`src/rtl/core/xrng_pkg.sv`:
```
`default_nettype none
package xrng_pkg;
    localparam logic [31:0] INIT_X = 32'd123456789;
    localparam logic [31:0] INIT_Y = 32'd362436069;
    localparam logic [31:0] INIT_Z = 32'd521288629;
    localparam logic [31:0] INIT_W = 32'd88675123;
    localparam logic [31:0] MASK31 = 32'h7fffffff;
    localparam logic [22:0] MASK23 = 23'h7fffff;

    typedef enum logic [1:0] {
        ACT_RAW   = 2'd0,
        ACT_RANGE = 2'd1,
        ACT_FRAC  = 2'd2,
        ACT_NONE  = 2'd3
    } action_t;

    // classified job passed from front to back
    typedef struct packed {
        action_t     kind;
        logic [30:0] r;
        logic [31:0] lo;
        logic [31:0] mag;
    } job_t;

    typedef enum logic [1:0] {
        BK_IDLE,
        BK_DIV,
        BK_OUT
    } bk_state_t;
endpackage
`default_nettype wire

```
`src/rtl/core/xrng_front.sv`:
```
`default_nettype none
module xrng_front (
    input  wire logic          aclk,
    input  wire logic          aresetn,
    input  wire logic          cfg_wr_en,
    input  wire logic [31:0]   cfg_wr_data,
    input  wire logic          s_valid,
    output logic               s_ready,
    input  wire logic [1:0]    s_action,
    input  wire logic [31:0]   s_low_bound,
    input  wire logic [31:0]   s_high_bound,
    output logic               job_valid,
    output xrng_pkg::job_t     job,
    input  wire logic          job_ready
);
    import xrng_pkg::*;

    logic [31:0] x_reg, y_reg, z_reg, w_reg;
    logic [31:0] t, w_new, temp, span;
    logic        advance;
    action_t     kind;

    assign s_ready = job_ready;
    assign kind    = action_t'(s_action);
    assign span    = s_high_bound - s_low_bound;

    always_comb begin
        t     = x_reg ^ (x_reg << 11);
        w_new = (w_reg ^ (w_reg >> 19)) ^ (t ^ (t >> 8));
        temp  = (w_new ^ (w_new << 24) ^ (w_new << 16)) & MASK31;
        case (kind)
            ACT_RAW:   advance = 1'b1;
            ACT_RANGE: advance = (span != 32'd0);
            ACT_FRAC:  advance = 1'b1;
            default:   advance = 1'b0;
        endcase
        job.kind = (kind == ACT_RANGE && span == 32'd0) ? ACT_NONE : kind;
        job.r    = temp[30:0];
        job.lo   = s_low_bound;
        job.mag  = span[31] ? (32'd0 - span) : span;
    end

    assign job_valid = s_valid;

    always_ff @(posedge aclk) begin
        if (!aresetn || cfg_wr_en) begin
            x_reg <= INIT_X;
            y_reg <= INIT_Y;
            z_reg <= INIT_Z;
            if (!aresetn)
                w_reg <= INIT_W;
            else
                w_reg <= (cfg_wr_data != 32'd0 && !cfg_wr_data[31]) ? cfg_wr_data : INIT_W;
        end else if (s_valid && s_ready && advance) begin
            x_reg <= y_reg;
            y_reg <= z_reg;
            z_reg <= w_reg;
            w_reg <= w_new;
        end
    end
endmodule
`default_nettype wire

```
`src/rtl/core/xrng_queue.sv`:
```
`default_nettype none
module xrng_queue (
    input  wire logic        aclk,
    input  wire logic        aresetn,
    input  wire logic        in_valid,
    output logic             in_ready,
    input  wire xrng_pkg::job_t in_job,
    output logic             out_valid,
    input  wire logic        out_ready,
    output xrng_pkg::job_t   out_job
);
    import xrng_pkg::*;

    job_t        mem_reg [2];
    logic        wp_reg, rp_reg;
    logic [1:0]  cnt_reg;

    assign in_ready  = (cnt_reg != 2'd2);
    assign out_valid = (cnt_reg != 2'd0);
    assign out_job   = mem_reg[rp_reg];

    always_ff @(posedge aclk) begin
        if (in_valid && in_ready) mem_reg[wp_reg] <= in_job;
    end

    always_ff @(posedge aclk) begin
        if (!aresetn) begin
            wp_reg  <= 1'b0;
            rp_reg  <= 1'b0;
            cnt_reg <= 2'd0;
        end else begin
            if (in_valid && in_ready) wp_reg <= ~wp_reg;
            if (out_valid && out_ready) rp_reg <= ~rp_reg;
            cnt_reg <= cnt_reg + {1'b0, in_valid && in_ready} - {1'b0, out_valid && out_ready};
        end
    end
endmodule
`default_nettype wire

```
`src/rtl/core/xrng_back.sv`:
```
`default_nettype none
module xrng_back (
    input  wire logic        aclk,
    input  wire logic        aresetn,
    input  wire logic        job_valid,
    output logic             job_ready,
    input  wire xrng_pkg::job_t job,
    output logic             m_valid,
    input  wire logic        m_ready,
    output logic [31:0]      m_value,
    output logic [22:0]      m_fraction
);
    import xrng_pkg::*;

    bk_state_t   st_reg, st_next;
    logic [30:0] rem_reg, quo_bits_reg;
    logic [31:0] mag_reg, lo_reg;
    logic [4:0]  cnt_reg;
    logic [31:0] value_reg;
    logic [22:0] frac_reg;
    logic [31:0] trial;
    logic [31:0] rem_sh;

    // restoring remainder, one dividend bit per cycle
    assign rem_sh = {rem_reg, quo_bits_reg[30]};
    assign trial  = rem_sh - mag_reg;

    always_comb begin
        st_next = st_reg;
        case (st_reg)
            BK_IDLE: if (job_valid) st_next = (job.kind == ACT_RANGE) ? BK_DIV : BK_OUT;
            BK_DIV:  if (cnt_reg == 5'd30) st_next = BK_OUT;
            BK_OUT:  if (m_ready) st_next = BK_IDLE;
            default: st_next = BK_IDLE;
        endcase
    end

    always_comb begin
        job_ready  = (st_reg == BK_IDLE);
        m_valid    = (st_reg == BK_OUT);
        m_value    = value_reg;
        m_fraction = frac_reg;
    end

    always_ff @(posedge aclk) begin
        if (!aresetn) st_reg <= BK_IDLE;
        else          st_reg <= st_next;
    end

    always_ff @(posedge aclk) begin
        case (st_reg)
            BK_IDLE: if (job_valid) begin
                rem_reg      <= 31'd0;
                quo_bits_reg <= job.r;
                mag_reg      <= job.mag;
                lo_reg       <= job.lo;
                cnt_reg      <= 5'd0;
                value_reg    <= (job.kind == ACT_RAW) ? {1'b0, job.r} : 32'd0;
                frac_reg     <= (job.kind == ACT_FRAC) ? job.r[22:0] : 23'd0;
            end
            BK_DIV: begin
                if (!trial[31] && rem_sh >= mag_reg) rem_reg <= trial[30:0];
                else                                 rem_reg <= rem_sh[30:0];
                quo_bits_reg <= {quo_bits_reg[29:0], 1'b0};
                cnt_reg      <= cnt_reg + 5'd1;
                if (cnt_reg == 5'd30)
                    value_reg <= ((rem_sh >= mag_reg) ? trial : rem_sh) + lo_reg;
            end
            default: ;
        endcase
    end
endmodule
`default_nettype wire

```
`src/rtl/core/xorshift128_tempered_range_rng_core.sv`:
```
`default_nettype none
// channel  | ports                                 | direction
// s_       | s_valid s_ready s_action s_low/high   | request word in
// m_       | m_valid m_ready m_value m_fraction    | result word out
// cfg_     | cfg_wr_en cfg_wr_data                 | seed write
// the generator steps in the front stage as a raw, fraction or nonzero-span range request word is taken
// raw and fraction words go straight from idle to output in the back end, ranged ones pass a divide state first
// (one remainder bit per cycle in the back end divider)
// a two-entry queue lets the front keep taking words while the back is busy
// synchronous active-low reset reloads the default seed state
module xorshift128_tempered_range_rng_core (
    input  wire logic        aclk,
    input  wire logic        aresetn,
    input  wire logic        cfg_wr_en,
    input  wire logic [31:0] cfg_wr_data,
    input  wire logic        s_valid,
    output logic             s_ready,
    input  wire logic [1:0]  s_action,
    input  wire logic [31:0] s_low_bound,
    input  wire logic [31:0] s_high_bound,
    output logic             m_valid,
    input  wire logic        m_ready,
    output logic [31:0]      m_value,
    output logic [22:0]      m_fraction
);
    import xrng_pkg::*;

    // front to queue
    logic fq_valid, fq_ready;
    job_t fq_job;
    // queue to back
    logic qb_valid, qb_ready;
    job_t qb_job;

    xrng_front u_front (
        .aclk, .aresetn, .cfg_wr_en, .cfg_wr_data,
        .s_valid, .s_ready, .s_action, .s_low_bound, .s_high_bound,
        .job_valid(fq_valid), .job(fq_job), .job_ready(fq_ready)
    );

    xrng_queue u_queue (
        .aclk, .aresetn,
        .in_valid(fq_valid), .in_ready(fq_ready), .in_job(fq_job),
        .out_valid(qb_valid), .out_ready(qb_ready), .out_job(qb_job)
    );

    xrng_back u_back (
        .aclk, .aresetn,
        .job_valid(qb_valid), .job_ready(qb_ready), .job(qb_job),
        .m_valid, .m_ready, .m_value, .m_fraction
    );
endmodule
`default_nettype wire
```
`config.mk`:
```
export PLATFORM = sky130hd
export DESIGN_NAME = xorshift128_tempered_range_rng_core
export DESIGN_NICKNAME = d
export VERILOG_FILES = /design/src/rtl/core/xrng_pkg.sv /design/src/rtl/core/xrng_front.sv /design/src/rtl/core/xrng_queue.sv /design/src/rtl/core/xrng_back.sv /design/src/rtl/core/xorshift128_tempered_range_rng_core.sv
export SDC_FILE = /design/constraint.sdc
export NUM_CORES = 1
export LEC_CHECK = 0
export ABC_AREA = 0
export ABC_CLOCK_PERIOD_IN_PS = 7600
export BUFFER_PORTS_ARGS = -buffer_cell sky130_fd_sc_hd__buf_2
export CAP_MARGIN = 20
export CELL_PAD_IN_SITES_DETAIL_PLACEMENT = 0
export CELL_PAD_IN_SITES_GLOBAL_PLACEMENT = 1
export CORE_MARGIN = 5
export CORE_UTILIZATION = 25
export DETAILED_ROUTE_END_ITERATION = 6
export PLACE_DENSITY = 0.5
export REMOVE_ABC_BUFFERS = 1
export SETUP_SLACK_MARGIN = 0.05
export SLEW_MARGIN = 10
export SYNTH_ARGS = -nofsm -noshare
export SYNTH_HDL_FRONTEND = slang
export SYNTH_HIERARCHICAL = 1
export SYNTH_SLANG_ARGS = --single-unit
```
`constraint.sdc`:
```
create_clock -name aclk -period 7.6 [get_ports aclk]
set_input_delay 1.52 -clock aclk [delete_from_list [all_inputs] [get_ports aclk]]
set_output_delay 1.52 -clock aclk [all_outputs]
set_load 0.01 [all_outputs]
```
# After elaboration in Yosys (flattened, before gate mapping)
# Memory sizes are Yosys's and may differ from the RTL's. A register that Yosys moved wholly into a read port is not among the register bits.
# Cells that the tools add are included.
dict set report totals {
  output_inout_bits 57
  ramBits 194
  regBits 320
  memories 1
}
# name depth width read_ports rd_clocked_by_memory_dff write_ports line_no
set mem_list {}
lappend mem_list {u_queue.mem_reg 2 97 1 1 1 xrng_queue.sv:14} ;# job_t mem_reg [2];
dict set report op_classes {
  n_eq_ne 11
  order_cmp 1
  n_reduce_logical 24
  n_addsub 7
  bitwise 8
  mux 28
}
# operator n
set ops {}
lappend ops {{32-bit 2-to-1 mux} 8}
lappend ops {{31-bit 2-to-1 mux} 4}
lappend ops {{31-bit one-hot mux with 2 select lines} 2}
lappend ops {{32-bit one-hot mux with 2 select lines} 1}
lappend ops {{32-bit nonzero test} 2}
lappend ops {{32-bit subtractor} 2}
lappend ops {{32-bit XOR} 2}
lappend ops {{31-bit XOR} 2}
lappend ops {{32-bit adder} 1}
lappend ops {{32-bit greater-or-equal comparator} 1}
lappend ops {{32-bit zero test} 1}
lappend ops {{1-bit by 32-bit subtractor with 32-bit output (first input constant)} 1}
lappend ops {{32-bit by 13-bit XOR with 32-bit output} 1}
lappend ops {{32-bit by 24-bit XOR with 32-bit output} 1}
lappend ops {{2-bit 2-to-1 mux} 5}
lappend ops {{5-bit one-hot mux with 2 select lines} 1}
lappend ops {{2-bit by 1-bit equality test with 1-bit output (second input constant)} 3}
lappend ops {{2-bit equality test (second input constant)} 3}
lappend ops {{1-bit logical AND} 6}
lappend ops {{2-bit zero test} 3}
lappend ops {{2-bit by 1-bit != test with 1-bit output (second input constant)} 3}
lappend ops {{2-bit one-hot mux with 3 select lines} 1}
lappend ops {{3-bit AND reduction} 2}
lappend ops {{2-bit nonzero test} 3}
lappend ops {{other kinds (13)} 20}

# Depth between registers and ports, before layout
# Gate-level depths: netlist (run 1).
dict set report depth {
  ltp_word 6
  ltp_mapped 28
  mapped_depth_nobuf 26
}

# By module
# The synthesis (run 1) kept the hierarchy.
# module cells_per_inst n_inst area_per_inst_um2
set modules_own_cells {}
lappend modules_own_cells {xrng_back 1055 1 11105.7}
lappend modules_own_cells {xrng_front 1085 1 9213.8}
lappend modules_own_cells {xrng_queue 326 1 7350.8}

# Worst setup path after synthesis (run 1)
# No wires, ideal clock.
dict set report synth_timing {
  kind {input to register}
  from {input port s_valid}
  to {memory u_queue/mem_reg[0][0] in the netlist's numbering, enable pin}
  setup_slack_ns 1.306
  required_time_ns 7.047
  arrival_ns 5.740
  cell_stages 3
  path_buffers 1
  path_cell_list {buf_4 -> nand2_1 -> nor2_1}
}
dict set report synth_between {
  elab_chain_cells 3
}
# element line_no
set synth_lines {}
lappend synth_lines {{start, declared} xorshift128_tempered_range_rng_core.sv:16} ;# input wire logic s_valid,
lappend synth_lines {{1-bit logical AND} xrng_queue.sv:23} ;# if (in_valid && in_ready) mem_reg[wp_reg] <= in_job;
lappend synth_lines {{1-bit 2-to-1 mux} xrng_queue.sv:23}
lappend synth_lines {{1-bit 2-to-1 mux (implied by the code)} xrng_queue.sv:23}
lappend synth_lines {{end, declared} xrng_queue.sv:14}
# No other way between the ends.

# Worst setup path after layout (run 1)
dict set report layout_timing {
  from {register u_back.quo_bits_reg[30]}
  to {register u_back.value_reg[23] (netlist: u_back/m_value[23]) (data pin)}
}
dict set report layout_between {
  elab_chain_cells 5
  elab_cells_between_ends 6
}
# element line_no
set layout_lines {}
lappend layout_lines {{start, declared} xrng_back.sv:16} ;# logic [30:0] rem_reg, quo_bits_reg;
lappend layout_lines {{start signal, assigned} xrng_back.sv:54} ;# quo_bits_reg <= job.r;
lappend layout_lines {{start signal, assigned} xrng_back.sv:64} ;# quo_bits_reg <= {quo_bits_reg[29:0], 1'b0};
lappend layout_lines {{32-bit subtractor or 32-bit greater-or-equal comparator (tied branches)} {xrng_back.sv:26, xrng_back.sv:67}}
lappend layout_lines {{32-bit 2-to-1 mux *} xrng_back.sv:67} ;# value_reg <= ((rem_sh >= mag_reg) ? trial : rem_sh) + lo_reg;
lappend layout_lines {{32-bit adder *} xrng_back.sv:67}
lappend layout_lines {{32-bit 2-to-1 mux *} xrng_back.sv:66} ;# if (cnt_reg == 5'd30)
lappend layout_lines {{32-bit one-hot mux with 2 select lines *} xrng_back.sv:51} ;# case (st_reg)
lappend layout_lines {{end signal, assigned} xrng_back.sv:58} ;# value_reg <= (job.kind == ACT_RAW) ? {1'b0, job.r} : 32'd0;
lappend layout_lines {{end signal, assigned} xrng_back.sv:67}
lappend layout_lines {{end, declared} xrng_back.sv:19} ;# logic [31:0] value_reg;
# Mark *: on every way between the ends. The rest lies on a longest branch, timed or not. The select of a mux whose other input is x is not followed.
# A chain may end at the register's enable or synchronous reset.

==> results of run 1 <==
## worst register-to-register path: stages (launching register included)
cell and delay [ps]:
sky130_fd_sc_hd__edfxtp_1 400, sky130_fd_sc_hd__inv_1 80, sky130_fd_sc_hd__ha_1 160, sky130_fd_sc_hd__inv_1 60, sky130_fd_sc_hd__fa_1 400, sky130_fd_sc_hd__a21o_1 180, sky130_fd_sc_hd__a21oi_1 250, sky130_fd_sc_hd__o21ai_0 180
sky130_fd_sc_hd__a31oi_1 590, sky130_fd_sc_hd__a221oi_1 230, sky130_fd_sc_hd__nor2_2 150, sky130_fd_sc_hd__buf_4 350, sky130_fd_sc_hd__mux2_2 410, sky130_fd_sc_hd__ha_1 300, sky130_fd_sc_hd__a211oi_1 310, sky130_fd_sc_hd__nor2_1 140
sky130_fd_sc_hd__o31ai_1 270, sky130_fd_sc_hd__a21oi_1 160, sky130_fd_sc_hd__a31o_2 290, sky130_fd_sc_hd__a21o_1 200, sky130_fd_sc_hd__a31oi_1 300, sky130_fd_sc_hd__mux2_2 380, sky130_fd_sc_hd__a311oi_1 240, sky130_fd_sc_hd__o21ai_0 100
## where the power goes
part	internal [mW]	total, mW	switching (mW)
clock network	1.74	2.93	1.19
logic	2.83	7.48	4.65
registers	4.24	4.78	0.537
total	8.81	15.2	6.38
## per-stage QoR
step           area, sq um  power [mW]  hold WS, ps
3_3_place_gp         29800        12.4          443
2_1_floorplan        26900        9.81          435
4_1_cts              31800        15.4          459
6_report             31800        15.2          454
3_5_place_dp         29800        12.4          447
5_1_grt              31800        16.2          480
## how the worst max path moves through the flow
stage	cells past startpoint	to	slack, ps	start
floorplan	12	u_front/x_reg[0]	270	s_low_bound[4]
global placement	23	u_back/m_value[23]	1350	u_back/quo_bits_reg[30]
detailed placement	16	u_front/y_reg[13]	1310	s_high_bound[0]
CTS	23	u_back/m_value[23]	1290	u_back/quo_bits_reg[30]
global route	23	u_back/m_value[23]	880	u_back/quo_bits_reg[30]
finish	23	u_back/m_value[23]	1170	u_back/quo_bits_reg[30]
## cell usage after synthesis (16+ instances only)
library cell	n	area, sq um
sky130_fd_sc_hd__edfxtp_1	412	12400
sky130_fd_sc_hd__nand2_1	288	1080
sky130_fd_sc_hd__nor2_1	164	616
sky130_fd_sc_hd__xnor2_1	154	1350
sky130_fd_sc_hd__a21oi_1	129	646
sky130_fd_sc_hd__dfxtp_1	103	2060
sky130_fd_sc_hd__ha_1	103	1290
sky130_fd_sc_hd__o21ai_0	100	500
sky130_fd_sc_hd__mux2i_1	98	981
sky130_fd_sc_hd__inv_1	95	357
sky130_fd_sc_hd__mux2_2	95	1070
sky130_fd_sc_hd__clkbuf_1	72	270
sky130_fd_sc_hd__xor2_1	70	613
sky130_fd_sc_hd__nand3_1	52	260
sky130_fd_sc_hd__a21o_1	45	338
sky130_fd_sc_hd__and2_1	43	269
sky130_fd_sc_hd__buf_4	35	263
sky130_fd_sc_hd__mux2_4	30	450
sky130_fd_sc_hd__nor3_1	26	130
sky130_fd_sc_hd__and3_1	20	125
sky130_fd_sc_hd__buf_2	19	95.1
sky130_fd_sc_hd__a211oi_1	18	135
sky130_fd_sc_hd__nand2b_1	18	113
sky130_fd_sc_hd__nand4_1	18	113
sky130_fd_sc_hd__a31oi_1	16	100
## cell families after synthesis
family                     after synthesis  share of synthesized area [%]
and+or+nand+nor                        700                           11.7
muxes                                  223                           9.04
buffers and inverters                  234                           4.03
adders and majority gates              106                           4.87
DFF                                    515                           52.2
AOI/OAI and AO/OA                      464                           11.1
xor gates and xnor gates               224                           7.09
## layer usage
| metal | vias up | track usage (%) | part of all wire [%] |
|---|---|---|---|
| met4 | 4 | 2.79 | 1.7 |
| met3 | 83 | 1.83 | 3.3 |
| met2 | 352 | 23.6 | 48 |
| li1 | 9112 | - | - |
| met1 | 9208 | 19.4 | 47 |
| met5 | - | 0 | 0.025 |
## cell type report
type                            count  share of cell area, %
Multi-Input combinational cell   1717                   38.3
Antenna cell                        4                 0.0315
Clock inverter                     47                   1.82
Timing Repair Buffer              182                   3.04
Clock buffer                       59                   4.44
Inverter                           95                   1.12
Sequential cell                   515                   45.4
Tap cell                         1488                   5.85
==> impl_table.tex, run 1 <==
\begin{tabular}{lr}
\hline
Metric & Value \\
\hline
\multicolumn{2}{l}{\textbf{Floorplan}} \\
I/O pins & 160 \\
Initial Util & 25.1\% \\
Horizontal die dimension & approximately 340 microns \\
Floorplan core area & 110000 sq um \\
Total Die Area & $\sim$120000 sq um \\
Number of placement rows & 122 \\
Height of the chip & 343 microns \\
\multicolumn{2}{l}{\textbf{Placed design}} \\
Place WS & 1310 ps \\
Placed Cells & 3997 \\
Post-detailed-placement half-perimeter wirelength & 64.5 mm \\
Number of buffers added on ports & 159 \\
Placer's final routability congestion estimate & just over 0.8 \\
\multicolumn{2}{l}{\textbf{Cells and area}} \\
Utilization after layout & 28.8\% \\
Share of final-layout standard cells stronger than drive strength 1 & 16.9\% \\
Area growth syn-to-layout & 15.0\% \\
Area used by sequential logic in the layout & 14400 sq um \\
Most common cell after layout, fill and taps aside & sky130\_fd\_sc\_hd\_\_edfxtp\_1 \\
Number of non-filler instances in the completed layout & 4107 \\
Number of fillers in the final layout & about 11000 \\
Area of the multi-input gates & 12200 sq um \\
Most frequent cells in the layout & sky130\_fd\_sc\_hd\_\_edfxtp\_1 (412), sky130\_fd\_sc\_hd\_\_nand2\_1 (287), sky130\_fd\_sc\_hd\_\_nor2\_1 (162) \\
Final nets & 2776 \\
Flip-flop count of the largest register after layout & between 150 and 200 \\
\multicolumn{2}{l}{\textbf{Clock network}} \\
TritonCTS sink count & 515 \\
Clock Pin Slew Worst Setup and Hold Paths & 70 ps \\
Insertion delay to the later sink of the worst-skew pair & around 640 ps \\
Hold buffers post-CTS & 0 \\
Resized cells post-CTS & 0 \\
Number of setup buffers added after CTS & 0 \\
H-tree depth & 2 \\
Cell at the root of the clock tree & sky130\_fd\_sc\_hd\_\_clkbuf\_16 \\
Inserted Clock Buffers & 56 \\
Max clock buf depth & 3 \\
Clock tree from TritonCTS & yes \\
\multicolumn{2}{l}{\textbf{Power and ir drop}} \\
Max VDD drop & 0.284 mV \\
Power density normalized to cell area & 477 nW/um\^{}2 \\
Standby leakage power & 12.0 nW \\
\multicolumn{2}{l}{\textbf{Min path}} \\
Min-delay worst type & flip-flop to flip-flop \\
Start point of the worst min-delay path & u\_front/z\_reg[9] \\
Min-Delay Path Depth & 2 \\
End point of the most critical hold path & u\_front/y\_reg[9] \\
\multicolumn{2}{l}{\textbf{Detailed routing}} \\
Count of TritonRoute iterations in the first routing pass & 6 \\
DR vias/cell & 4.57 \\
Number of DRC markers in iteration 0 & 1256 \\
Routed wire length per instance & 20.6 microns \\
Detail Route Antenna Nets & 0 \\
Total Routed Length & 84.4 mm \\
Total DRC errors in the routed layout & 0 \\
Vias & 18800 \\
\multicolumn{2}{l}{\textbf{Synth}} \\
Average cell area after synthesis & between 10 and 15 sq um \\
Number of flops mapped to enable cells by yosys & approximately 410 \\
Post-synthesis sequential area ratio & 52.2\% \\
Synthesized netlist cell count & around 2500 \\
Post-synth cell types & 85 \\
Synth Register Bits & just over 500 \\
Flip-flop cell with the highest count after synthesis & sky130\_fd\_sc\_hd\_\_edfxtp\_1 \\
Yosys warning total & 6 \\
Async set-reset flop share out of synthesis & 0\% \\
Cell Area, Synth & approximately 28000 sq um \\
\multicolumn{2}{l}{\textbf{Setup path}} \\
Sum of buffers and inverters on the critical path & 3 \\
Data arrival time of the critical path & 6760 ps \\
Endpoint kind of the worst setup timing path & flip-flop \\
Worst path slowest cell & sky130\_fd\_sc\_hd\_\_a31oi\_1 \\
Register-to-register path setup slack & 1170 ps \\
Highest net fanout along the worst path & 30 \\
Startpoint type of the worst setup path & flip-flop \\
Type of the worst setup path & flip-flop to flip-flop \\
Critical register-to-register path endpoint & u\_back/m\_value[23] \\
Worst reg2reg path depth & 23 \\
Origin of the critical flop-to-flop path & u\_back/quo\_bits\_reg[30] \\
Largest delay contributor family on the critical path & compound AO/OA/AOI/OAI gates \\
Slowest stage delay, CP & 590 ps \\
Critical Path, Cell by Cell & inv\_1 -> ha\_1 -> inv\_1 -> fa\_1 -> a21o\_1 -> a21oi\_1 -> o21ai\_0 -> a31oi\_1 -> a221oi\_1 -> nor2\_2 -> buf\_4 -> mux2\_2 -> ha\_1 -> a211oi\_1 -> nor2\_1 -> o31ai\_1 -> a21oi\_1 -> a31o\_2 -> a21o\_1 -> a31oi\_1 -> mux2\_2 -> a311oi\_1 -> o21ai\_0 \\
Required time of the critical path & 7940 ps \\
\multicolumn{2}{l}{\textbf{Status}} \\
Status & finished clean \\
\multicolumn{2}{l}{\textbf{Timing}} \\
Slew HR & between 20\% and 30\% \\
Final count of negative-setup-slack endpoints & 0 \\
Total negative setup slack & 0 ps \\
Final clock period utilization by the worst path & 84.6\% \\
Slew at the pin closest to its max-slew limit & $\sim$1100 ps \\
Timing-limited maximum frequency & 156 MHz \\
Final count of hold timing violations & 0 \\
Final count of pins violating max slew & 0 \\
Final clock skew & 48.7 ps \\
Minimum clock period after layout & 6430 ps \\
Unrepaired setup endpoints after global routing & no \\
Setup slack after layout & 1170 ps \\
\multicolumn{2}{l}{\textbf{Global route}} \\
Leftover overflow at the end of global routing & 0 \\
Number of global-route vias before repair & 19100 \\
Antenna violations before repair & 8 \\
Largest net degree at the start of global routing & around 90 \\
All-Layer GR Usage & between 10\% and 20\% \\
Global-route wire length before repair & 125 mm \\
\multicolumn{2}{l}{\textbf{Job}} \\
Number of max-cap violations & 0 \\
\hline
\end{tabular}
Power figures use the tool's default switching activity.
==> run 2: changes to the inputs <==
--- a/config.mk
+++ b/config.mk
@@ -6,7 +6,7 @@
 export NUM_CORES = 1
 export LEC_CHECK = 0
 export ABC_AREA = 0
-export ABC_CLOCK_PERIOD_IN_PS = 7600
+export ABC_CLOCK_PERIOD_IN_PS = 6600
 export BUFFER_PORTS_ARGS = -buffer_cell sky130_fd_sc_hd__buf_2
 export CAP_MARGIN = 20
 export CELL_PAD_IN_SITES_DETAIL_PLACEMENT = 0
==> constraint.sdc (replaced) <==
create_clock -name aclk -period 6.6 [get_ports aclk]
set_input_delay 1.32 -clock aclk [delete_from_list [all_inputs] [get_ports aclk]]
set_output_delay 1.32 -clock aclk [all_outputs]
set_load 0.01 [all_outputs]
==> run 2 against run 1 <==
Against the previous run: largest cell class unchanged; clock skew is 7.0 ps lower; highest routed layer unchanged; final cell count is 0.22% higher; via count is 1.2% higher; power is 15% higher; global-route usage is 0.088 points higher; worst setup slack worse by 640 ps; largest power group unchanged; die area stayed put; sequential power is 14% higher; clock power is 8.5% higher; critical endpoint unchanged.
==> impl_table.tex, run 2 (synthesis gave the netlist of run 1 again) <==
\begin{tabular}{lr}
\hline
Metric & Value \\
\hline
\multicolumn{2}{l}{\textbf{Status}} \\
Status & finished clean (unchanged) \\
\multicolumn{2}{l}{\textbf{Setup path}} \\
Required time of the critical path & 6950 ps (was 7940 ps) \\
Worst path slowest cell & sky130\_fd\_sc\_hd\_\_edfxtp\_1 (was sky130\_fd\_sc\_hd\_\_a31oi\_1) \\
Critical register-to-register path endpoint & u\_back/m\_value[23] (unchanged) \\
Type of the worst setup path & flip-flop to flip-flop (unchanged) \\
Levels on crit path & 24 (was 23) \\
Critical Path Start & u\_back/quo\_bits\_reg[30] (unchanged) \\
Sum of buffers and inverters on the critical path & 4 (was 3) \\
Data arrival time of the critical path & 6420 ps (was 6760 ps) \\
Startpoint type of the worst setup path & flip-flop (unchanged) \\
Origin of the critical flop-to-flop path & u\_back/quo\_bits\_reg[30] (unchanged) \\
Slowest stage delay, CP & 420 ps (was 590 ps) \\
End point of the critical path & u\_back/m\_value[23] (unchanged) \\
Highest net fanout along the worst path & 9 (was 30) \\
Register-to-register path setup slack & 540 ps (was 1170 ps) \\
Critical Path, Cell by Cell & inv\_1 -> ha\_1 -> inv\_1 -> fa\_1 -> a21o\_1 -> a21oi\_2 -> o21ai\_0 -> a31oi\_2 -> buf\_4 -> a221oi\_1 -> nor2\_2 -> buf\_4 -> mux2\_2 -> ha\_1 -> a21oi\_1 -> o21ai\_0 -> a21oi\_1 -> a21oi\_1 -> a31o\_2 -> a21o\_1 -> a31oi\_1 -> mux2\_2 -> a311oi\_1 -> o21ai\_0 (was inv\_1 -> ha\_1 -> inv\_1 -> fa\_1 -> a21o\_1 -> a21oi\_1 -> o21ai\_0 -> a31oi\_1 -> a221oi\_1 -> nor2\_2 -> buf\_4 -> mux2\_2 -> ha\_1 -> a211oi\_1 -> nor2\_1 -> o31ai\_1 -> a21oi\_1 -> a31o\_2 -> a21o\_1 -> a31oi\_1 -> mux2\_2 -> a311oi\_1 -> o21ai\_0) \\
Endpoint kind of the worst setup timing path & flip-flop (unchanged) \\
Largest delay contributor family on the critical path & compound AO/OA/AOI/OAI gates (unchanged) \\
Worst reg2reg path depth & 24 (was 23) \\
\multicolumn{2}{l}{\textbf{Global route}} \\
All-Layer GR Usage & 14.1\% (was 14.0\%) \\
Leftover overflow at the end of global routing & 0 (unchanged) \\
Global-route wire length before repair & 126 mm (was 125 mm) \\
Number of global-route vias before repair & 19100 (about the same) \\
Largest net degree at the start of global routing & 74 (was 92) \\
Antenna violations before repair & 5 (was 8) \\
\multicolumn{2}{l}{\textbf{Detailed routing}} \\
DR vias/cell & 4.61 (was 4.57) \\
Total DRC errors in the routed layout & 0 (unchanged) \\
Count of TritonRoute iterations in the first routing pass & 5 (was 6) \\
Highest layer used for signal routing & met5 (unchanged) \\
Total Routed Length & 85.6 mm (was 84.4 mm) \\
Routed wire length per instance & 20.8 microns (was 20.6 microns) \\
Total length of routed met3 wires & 3.56 mm (was 2.81 mm) \\
Detail Route Antenna Nets & 0 (unchanged) \\
Met1 layer wirelength in the final routing & 41.0 mm (was 39.9 mm) \\
Met2 layer wire length in the routed design & 38.8 mm (was 40.3 mm) \\
Vias & 19000 (was 18800) \\
Number of DRC markers in iteration 0 & 1307 (was 1256) \\
\multicolumn{2}{l}{\textbf{Cells and area}} \\
Share of final-layout standard cells stronger than drive strength 1 & 17.2\% (was 16.9\%) \\
Area of all placed cells without fillers & 31800 sq um (about the same) \\
Number of fillers in the final layout & 11400 (was 11300) \\
Most frequent cells in the layout & sky130\_fd\_sc\_hd\_\_edfxtp\_1 (412), sky130\_fd\_sc\_hd\_\_nand2\_1 (287), sky130\_fd\_sc\_hd\_\_nor2\_1 (162) (unchanged) \\
Number of non-filler instances in the completed layout & 4116 (was 4107) \\
Flip-flop count of the largest register after layout & 194 (unchanged) \\
Most common cell after layout, fill and taps aside & sky130\_fd\_sc\_hd\_\_edfxtp\_1 (unchanged) \\
Area growth syn-to-layout & 14.9\% (was 15.0\%) \\
Utilization after layout & 28.8\% (about the same) \\
Final nets & 2788 (was 2776) \\
\multicolumn{2}{l}{\textbf{Floorplan}} \\
Height of the chip & 343 microns (unchanged) \\
Initial Util & 25.1\% (unchanged) \\
Total Die Area & 117000 sq um (unchanged) \\
I/O pins & 160 (unchanged) \\
Floorplan core area & 110000 sq um (unchanged) \\
Number of placement rows & 122 (unchanged) \\
Horizontal die dimension & 343 microns (unchanged) \\
\multicolumn{2}{l}{\textbf{Clock network}} \\
H-tree depth & 2 (unchanged) \\
Insertion delay to the later sink of the worst-skew pair & 630 ps (was 640 ps) \\
Clock tree from TritonCTS & yes (unchanged) \\
TritonCTS sink count & 515 (unchanged) \\
Cell at the root of the clock tree & sky130\_fd\_sc\_hd\_\_clkbuf\_16 (unchanged) \\
Clock Pin Slew Worst Setup and Hold Paths & 60 ps (was 70 ps) \\
Inserted Clock Buffers & 56 (unchanged) \\
Max clock buf depth & 3 (unchanged) \\
\multicolumn{2}{l}{\textbf{Timing}} \\
Final count of pins violating max slew & 0 (unchanged) \\
Slew HR & 22.4\% (was 25.8\%) \\
Slew at the pin closest to its max-slew limit & 1160 ps (was 1110 ps) \\
Final clock skew & 41.7 ps (was 48.7 ps) \\
Final count of hold timing violations & 0 (unchanged) \\
Timing-limited maximum frequency & 165 MHz (was 156 MHz) \\
Final count of negative-setup-slack endpoints & 0 (unchanged) \\
Worst hold slack after final layout & 461 ps (was 454 ps) \\
Final clock period utilization by the worst path & 91.9\% (was 84.6\%) \\
Minimum clock period after layout & 6060 ps (was 6430 ps) \\
Unrepaired setup endpoints after global routing & no (unchanged) \\
\multicolumn{2}{l}{\textbf{Placed design}} \\
Post-detailed-placement half-perimeter wirelength & 64.8 mm (was 64.5 mm) \\
Placer's final routability congestion estimate & 0.828 (was 0.826) \\
Area of placed instances & 29900 sq um (was 29800 sq um) \\
Placed Cells & 4007 (was 3997) \\
Number of buffers added on ports & 159 (unchanged) \\
\multicolumn{2}{l}{\textbf{Min path}} \\
Min-delay worst type & flip-flop to flip-flop (unchanged) \\
Min-Delay Path Depth & 2 (unchanged) \\
\multicolumn{2}{l}{\textbf{Power and ir drop}} \\
Overall power & 17.4 mW (was 15.2 mW) \\
Standby leakage power & 12.0 nW (about the same) \\
Power density normalized to cell area & 548 nW/um\^{}2 (was 477 nW/um\^{}2) \\
Max VDD drop & 0.240 mV (was 0.284 mV) \\
\multicolumn{2}{l}{\textbf{Job}} \\
Number of max-cap violations & 0 (unchanged) \\
\hline
\end{tabular}
==> run 2: repair_timing <==
action | 4_1_cts | 5_1_grt
setup buffers | 0 | 2
resized for setup | 0 | 2
endpoints found under the setup margin | 0 | 4
hold buffers | 0 | 0
==> run 2: stage by stage <==
| step | setup TNS (ps) | setup slack [ps] |
|---|---|---|
| 6_report | 0 | 535 |
| 5_1_grt | 0 | 126 |
| 4_1_cts | 0 | 388 |
| 3_5_place_dp | 0 | 384 |
| 3_3_place_gp | 0 | 400 |
| 2_1_floorplan | -61930 | -526 |
==> run 2: worst min path at each step <==
| stage | to | from | slack, ps |
|---|---|---|---|
| 2_1_floorplan | u_front/y_reg[11] | u_front/y_reg[11] | 440 |
| 3_3_place_gp | u_front/y_reg[25] | u_front/y_reg[25] | 440 |
| 3_5_place_dp | u_front/y_reg[11] | u_front/y_reg[11] | 450 |
| 4_1_cts | u_front/y_reg[13] | u_front/z_reg[13] | 460 |
| 5_1_grt | u_front/y_reg[4] | u_front/y_reg[4] | 470 |
| 6_report | u_front/y_reg[22] | u_front/y_reg[22] | 460 |
==> run 2: final cells by class <==
type / instances / area [sq um] / share of cell area, %
Tap cell: 1488 / 1860 / 5.85
Antenna cell: 2 / 5.00 / 0.0157
Multi-Input combinational cell: 1717 / 12200 / 38.4
Clock inverter: 25 / 216 / 0.681
Timing Repair Buffer: 194 / 1070 / 3.37
Inverter: 95 / 357 / 1.12
Sequential cell: 515 / 14400 / 45.4
Clock buffer: 80 / 1660 / 5.21
==> run 2: report_power, final <==
part | total, mW | internal [mW] | switching (mW) | leakage (nW)
sequential | 5.45 | 4.88 | 0.574 | 4.78
clock | 3.18 | 1.83 | 1.35 | 0.919
combinational | 8.80 | 3.34 | 5.47 | 6.27
total | 17.4 | 10.0 | 7.39 | 12.0
==> run 2: per-layer routing <==
layer,GRT usage [%],vias to the layer above
met5,0,-
met4,3.76,2
met3,1.88,96
met2,22.5,396
met1,20.1,9349
li1,-,9138
==> run 2: tightest hold or removal path, cell delays in order, from the launching register on <==
cell and delay (ps):
sky130_fd_sc_hd__dfxtp_1 310, sky130_fd_sc_hd__nand2_1 50, sky130_fd_sc_hd__mux2i_1 50
==> run 3: changes to the inputs <==
--- a/config.mk
+++ b/config.mk
@@ -6,7 +6,7 @@
 export NUM_CORES = 1
 export LEC_CHECK = 0
 export ABC_AREA = 0
-export ABC_CLOCK_PERIOD_IN_PS = 6600
+export ABC_CLOCK_PERIOD_IN_PS = 7100
 export BUFFER_PORTS_ARGS = -buffer_cell sky130_fd_sc_hd__buf_2
 export CAP_MARGIN = 20
 export CELL_PAD_IN_SITES_DETAIL_PLACEMENT = 0
@@ -17,6 +17,7 @@
 export PLACE_DENSITY = 0.5
 export REMOVE_ABC_BUFFERS = 1
 export SETUP_SLACK_MARGIN = 0.05
+export SKIP_CTS_REPAIR_TIMING = 1
 export SLEW_MARGIN = 10
 export SYNTH_ARGS = -nofsm -noshare
 export SYNTH_HDL_FRONTEND = slang
==> constraint.sdc (replaced) <==
create_clock -name aclk -period 7.1 [get_ports aclk]
set_input_delay 1.42 -clock aclk [delete_from_list [all_inputs] [get_ports aclk]]
set_output_delay 1.42 -clock aclk [all_outputs]
set_load 0.01 [all_outputs]
==> run 3 against run 2 <==
Against the previous run: sequential share of layout area grew 0.22 points; final cell count is 0.22% lower; critical path type unchanged; largest power group unchanged; largest cell class unchanged; non-clock buffer count down 7; utilization shrank 0.14 points; combinational power is 10% lower.
==> impl_table.tex, run 3 (synthesis gave the netlist of run 1 again) <==
\begin{tabular}{lr}
\hline
Metric & Value \\
\hline
\multicolumn{2}{l}{\textbf{Job}} \\
Number of max-cap violations & 0 (unchanged) \\
\multicolumn{2}{l}{\textbf{Cells and area}} \\
Most common cell after layout, fill and taps aside & sky130\_fd\_sc\_hd\_\_edfxtp\_1 (unchanged) \\
Area growth syn-to-layout & 14.4\% (was 14.9\%) \\
Final nets & 2781 (was 2788) \\
Most frequent cells in the layout & sky130\_fd\_sc\_hd\_\_edfxtp\_1 (412), sky130\_fd\_sc\_hd\_\_nand2\_1 (287), sky130\_fd\_sc\_hd\_\_nor2\_1 (162) (unchanged) \\
Flip-flop count of the largest register after layout & 194 (unchanged) \\
Utilization after layout & 28.7\% (was 28.8\%) \\
Share of final-layout standard cells stronger than drive strength 1 & 16.7\% (was 17.2\%) \\
\multicolumn{2}{l}{\textbf{Power and ir drop}} \\
Power density normalized to cell area & 502 nW/um\^{}2 (was 548 nW/um\^{}2) \\
Standby leakage power & 11.9 nW (was 12.0 nW) \\
Share of total power in combinational logic & 49.8\% (was 50.5\%) \\
Net Switching & 6.67 mW (was 7.39 mW) \\
Max VDD drop & 0.226 mV (was 0.240 mV) \\
Clock power frac & 17.9\% (was 18.2\%) \\
Share of power burned in registers & 32.3\% (was 31.3\%) \\
Switching part of the total & 42.0\% (was 42.4\%) \\
Internal Dissipation & 9.21 mW (was 10.0 mW) \\
\multicolumn{2}{l}{\textbf{Timing}} \\
Final count of pins violating max slew & 0 (unchanged) \\
Final count of negative-setup-slack endpoints & 0 (unchanged) \\
Final count of hold timing violations & 0 (unchanged) \\
Slew at the pin closest to its max-slew limit & 1060 ps (was 1160 ps) \\
Unrepaired setup endpoints after global routing & no (unchanged) \\
Slew HR & 29.6\% (was 22.4\%) \\
Timing-limited maximum frequency & 156 MHz (was 165 MHz) \\
Worst hold slack after final layout & 457 ps (was 461 ps) \\
Final clock period utilization by the worst path & 90.4\% (was 91.9\%) \\
Minimum clock period after layout & 6420 ps (was 6060 ps) \\
Final clock skew & 34.3 ps (was 41.7 ps) \\
\multicolumn{2}{l}{\textbf{Setup path}} \\
Type of the worst setup path & flip-flop to flip-flop (unchanged) \\
Largest delay contributor family on the critical path & compound AO/OA/AOI/OAI gates (unchanged) \\
Slowest stage delay, CP & 460 ps (was 420 ps) \\
Endpoint kind of the worst setup timing path & flip-flop (unchanged) \\
Data arrival time of the critical path & 6750 ps (was 6420 ps) \\
Cell with the most instances on the worst path & sky130\_fd\_sc\_hd\_\_inv\_1 \\
Sum of buffers and inverters on the critical path & 5 (was 4) \\
Worst path slowest cell & sky130\_fd\_sc\_hd\_\_inv\_1 (was sky130\_fd\_sc\_hd\_\_edfxtp\_1) \\
Startpoint type of the worst setup path & flip-flop (unchanged) \\
Required time of the critical path & 7430 ps (was 6950 ps) \\
Highest net fanout along the worst path & 15 (was 9) \\
\multicolumn{2}{l}{\textbf{Clock network}} \\
TritonCTS sink count & 515 (unchanged) \\
Clock tree from TritonCTS & yes (unchanged) \\
Max clock buf depth & 3 (unchanged) \\
Cell at the root of the clock tree & sky130\_fd\_sc\_hd\_\_clkbuf\_16 (unchanged) \\
Clock Pin Slew Worst Setup and Hold Paths & 60 ps (about the same) \\
H-tree depth & 2 (unchanged) \\
Inserted Clock Buffers & 56 (unchanged) \\
Insertion delay to the later sink of the worst-skew pair & 620 ps (was 630 ps) \\
\multicolumn{2}{l}{\textbf{Floorplan}} \\
Height of the chip & 343 microns (unchanged) \\
Number of placement rows & 122 (unchanged) \\
Horizontal die dimension & 343 microns (unchanged) \\
Total Die Area & 117000 sq um (unchanged) \\
I/O pins & 160 (unchanged) \\
Floorplan core area & 110000 sq um (unchanged) \\
Initial Util & 25.1\% (unchanged) \\
\multicolumn{2}{l}{\textbf{Global route}} \\
Largest net degree at the start of global routing & 91 (was 74) \\
Global-route wire length before repair & 125 mm (was 126 mm) \\
All-Layer GR Usage & 14.0\% (was 14.1\%) \\
Leftover overflow at the end of global routing & 0 (unchanged) \\
Antenna violations before repair & 8 (was 5) \\
Number of global-route vias before repair & 19200 (was 19100) \\
\multicolumn{2}{l}{\textbf{Placed design}} \\
Placer's final routability congestion estimate & 0.825 (was 0.828) \\
Post-detailed-placement half-perimeter wirelength & 63.4 mm (was 64.8 mm) \\
Number of buffers added on ports & 159 (unchanged) \\
\multicolumn{2}{l}{\textbf{Detailed routing}} \\
Routed wire length per instance & 20.4 microns (was 20.8 microns) \\
Total DRC errors in the routed layout & 0 (unchanged) \\
Total Routed Length & 83.6 mm (was 85.6 mm) \\
DR vias/cell & 4.58 (was 4.61) \\
Detail Route Antenna Nets & 0 (unchanged) \\
Vias & 18800 (was 19000) \\
Number of DRC markers in iteration 0 & 1116 (was 1307) \\
Count of TritonRoute iterations in the first routing pass & 5 (unchanged) \\
\multicolumn{2}{l}{\textbf{Min path}} \\
Min-delay worst type & flip-flop to flip-flop (unchanged) \\
\multicolumn{2}{l}{\textbf{Status}} \\
Status & finished clean (unchanged) \\
\hline
\end{tabular}
[run 3: cell types whose count changed in the layout (fill, tap and decap cells not counted), sizes merged]
cell / before / now
buf: 194 / 187
clkbuf: 80 / 79
clkinv: 15 / 17
inv: 101 / 98
[run 3: area by class of cell]
type                            count  area, sq um
Antenna cell                        2         5.00
Clock buffer                       79         1580
Clock inverter                     24          205
Fill cell                       11400        78700
Inverter                           95          357
Multi-Input combinational cell   1717        12200
Sequential cell                   515        14400
Tap cell                         1488         1860
Timing Repair Buffer              187         1020
[run 3: worst reg2reg max path: stages, from the launching register on]
cell and delay, ps:
sky130_fd_sc_hd__edfxtp_1 420, sky130_fd_sc_hd__inv_1 80, sky130_fd_sc_hd__ha_1 160, sky130_fd_sc_hd__inv_1 50, sky130_fd_sc_hd__fa_1 410, sky130_fd_sc_hd__a21o_1 180, sky130_fd_sc_hd__a21oi_1 260, sky130_fd_sc_hd__o21ai_0 170
sky130_fd_sc_hd__a31oi_1 290, sky130_fd_sc_hd__buf_4 200, sky130_fd_sc_hd__a221oi_1 120, sky130_fd_sc_hd__nor2_2 450, sky130_fd_sc_hd__inv_1 460, sky130_fd_sc_hd__a21oi_1 270, sky130_fd_sc_hd__ha_1 210, sky130_fd_sc_hd__inv_1 70
sky130_fd_sc_hd__fa_1 400, sky130_fd_sc_hd__nor2b_1 160, sky130_fd_sc_hd__o211ai_1 120, sky130_fd_sc_hd__a211o_1 340, sky130_fd_sc_hd__a21oi_1 350, sky130_fd_sc_hd__a21o_1 210, sky130_fd_sc_hd__a41o_1 220, sky130_fd_sc_hd__o41ai_1 90
sky130_fd_sc_hd__o21ai_0 210, sky130_fd_sc_hd__xnor2_1 140, sky130_fd_sc_hd__o21ai_0 80
[run 3: power groups by stage]
stage | Sequential, mW | Combinational [mW] | Clock [mW]
after floorplan | 5.04 | 5.46 | 0
after global placement | 5.22 | 7.97 | 0
after detailed placement | 5.22 | 7.97 | 0
after CTS | 5.17 | 8.01 | 2.95
after global routing | 5.22 | 8.73 | 3.07
final | 5.13 | 7.91 | 2.84
[run 3: worst paths after layout]
kind	startpoint	end	slack, ps	cells after the start
worst max-delay path	u_back/quo_bits_reg[30]	u_back/m_value[30]	680	26
worst min register to register	u_front/y_reg[15]	u_front/y_reg[15]	460	2
worst max register to register	u_back/quo_bits_reg[30]	u_back/m_value[30]	680	26
worst min-delay path	u_front/y_reg[15]	u_front/y_reg[15]	460	2
[run 3: stage by stage]
stage | cells | total power, mW | setup TNS [ps] | setup WS [ps] | instance area, sq um
finish | 4107 | 15.9 | 0 | 680 | 31700
detailed placement | 4002 | 13.2 | 0 | 742 | 29900
global placement | 4002 | 13.2 | 0 | 800 | 29900
floorplan | 2327 | 10.5 | -12050 | -126 | 26900
CTS | 4105 | 16.1 | 0 | 709 | 31600
global route | 4106 | 17.0 | 0 | 54.5 | 31700
[run 3: per-layer routing]
metal | share of wire [%] | GRT usage, % | vias to the layer above
met5 | 0.016 | 0 | -
met4 | 2.4 | 3.62 | 2
met3 | 3.2 | 1.76 | 100
met2 | 47 | 23.0 | 319
met1 | 48 | 19.5 | 9281
li1 | - | - | 9106
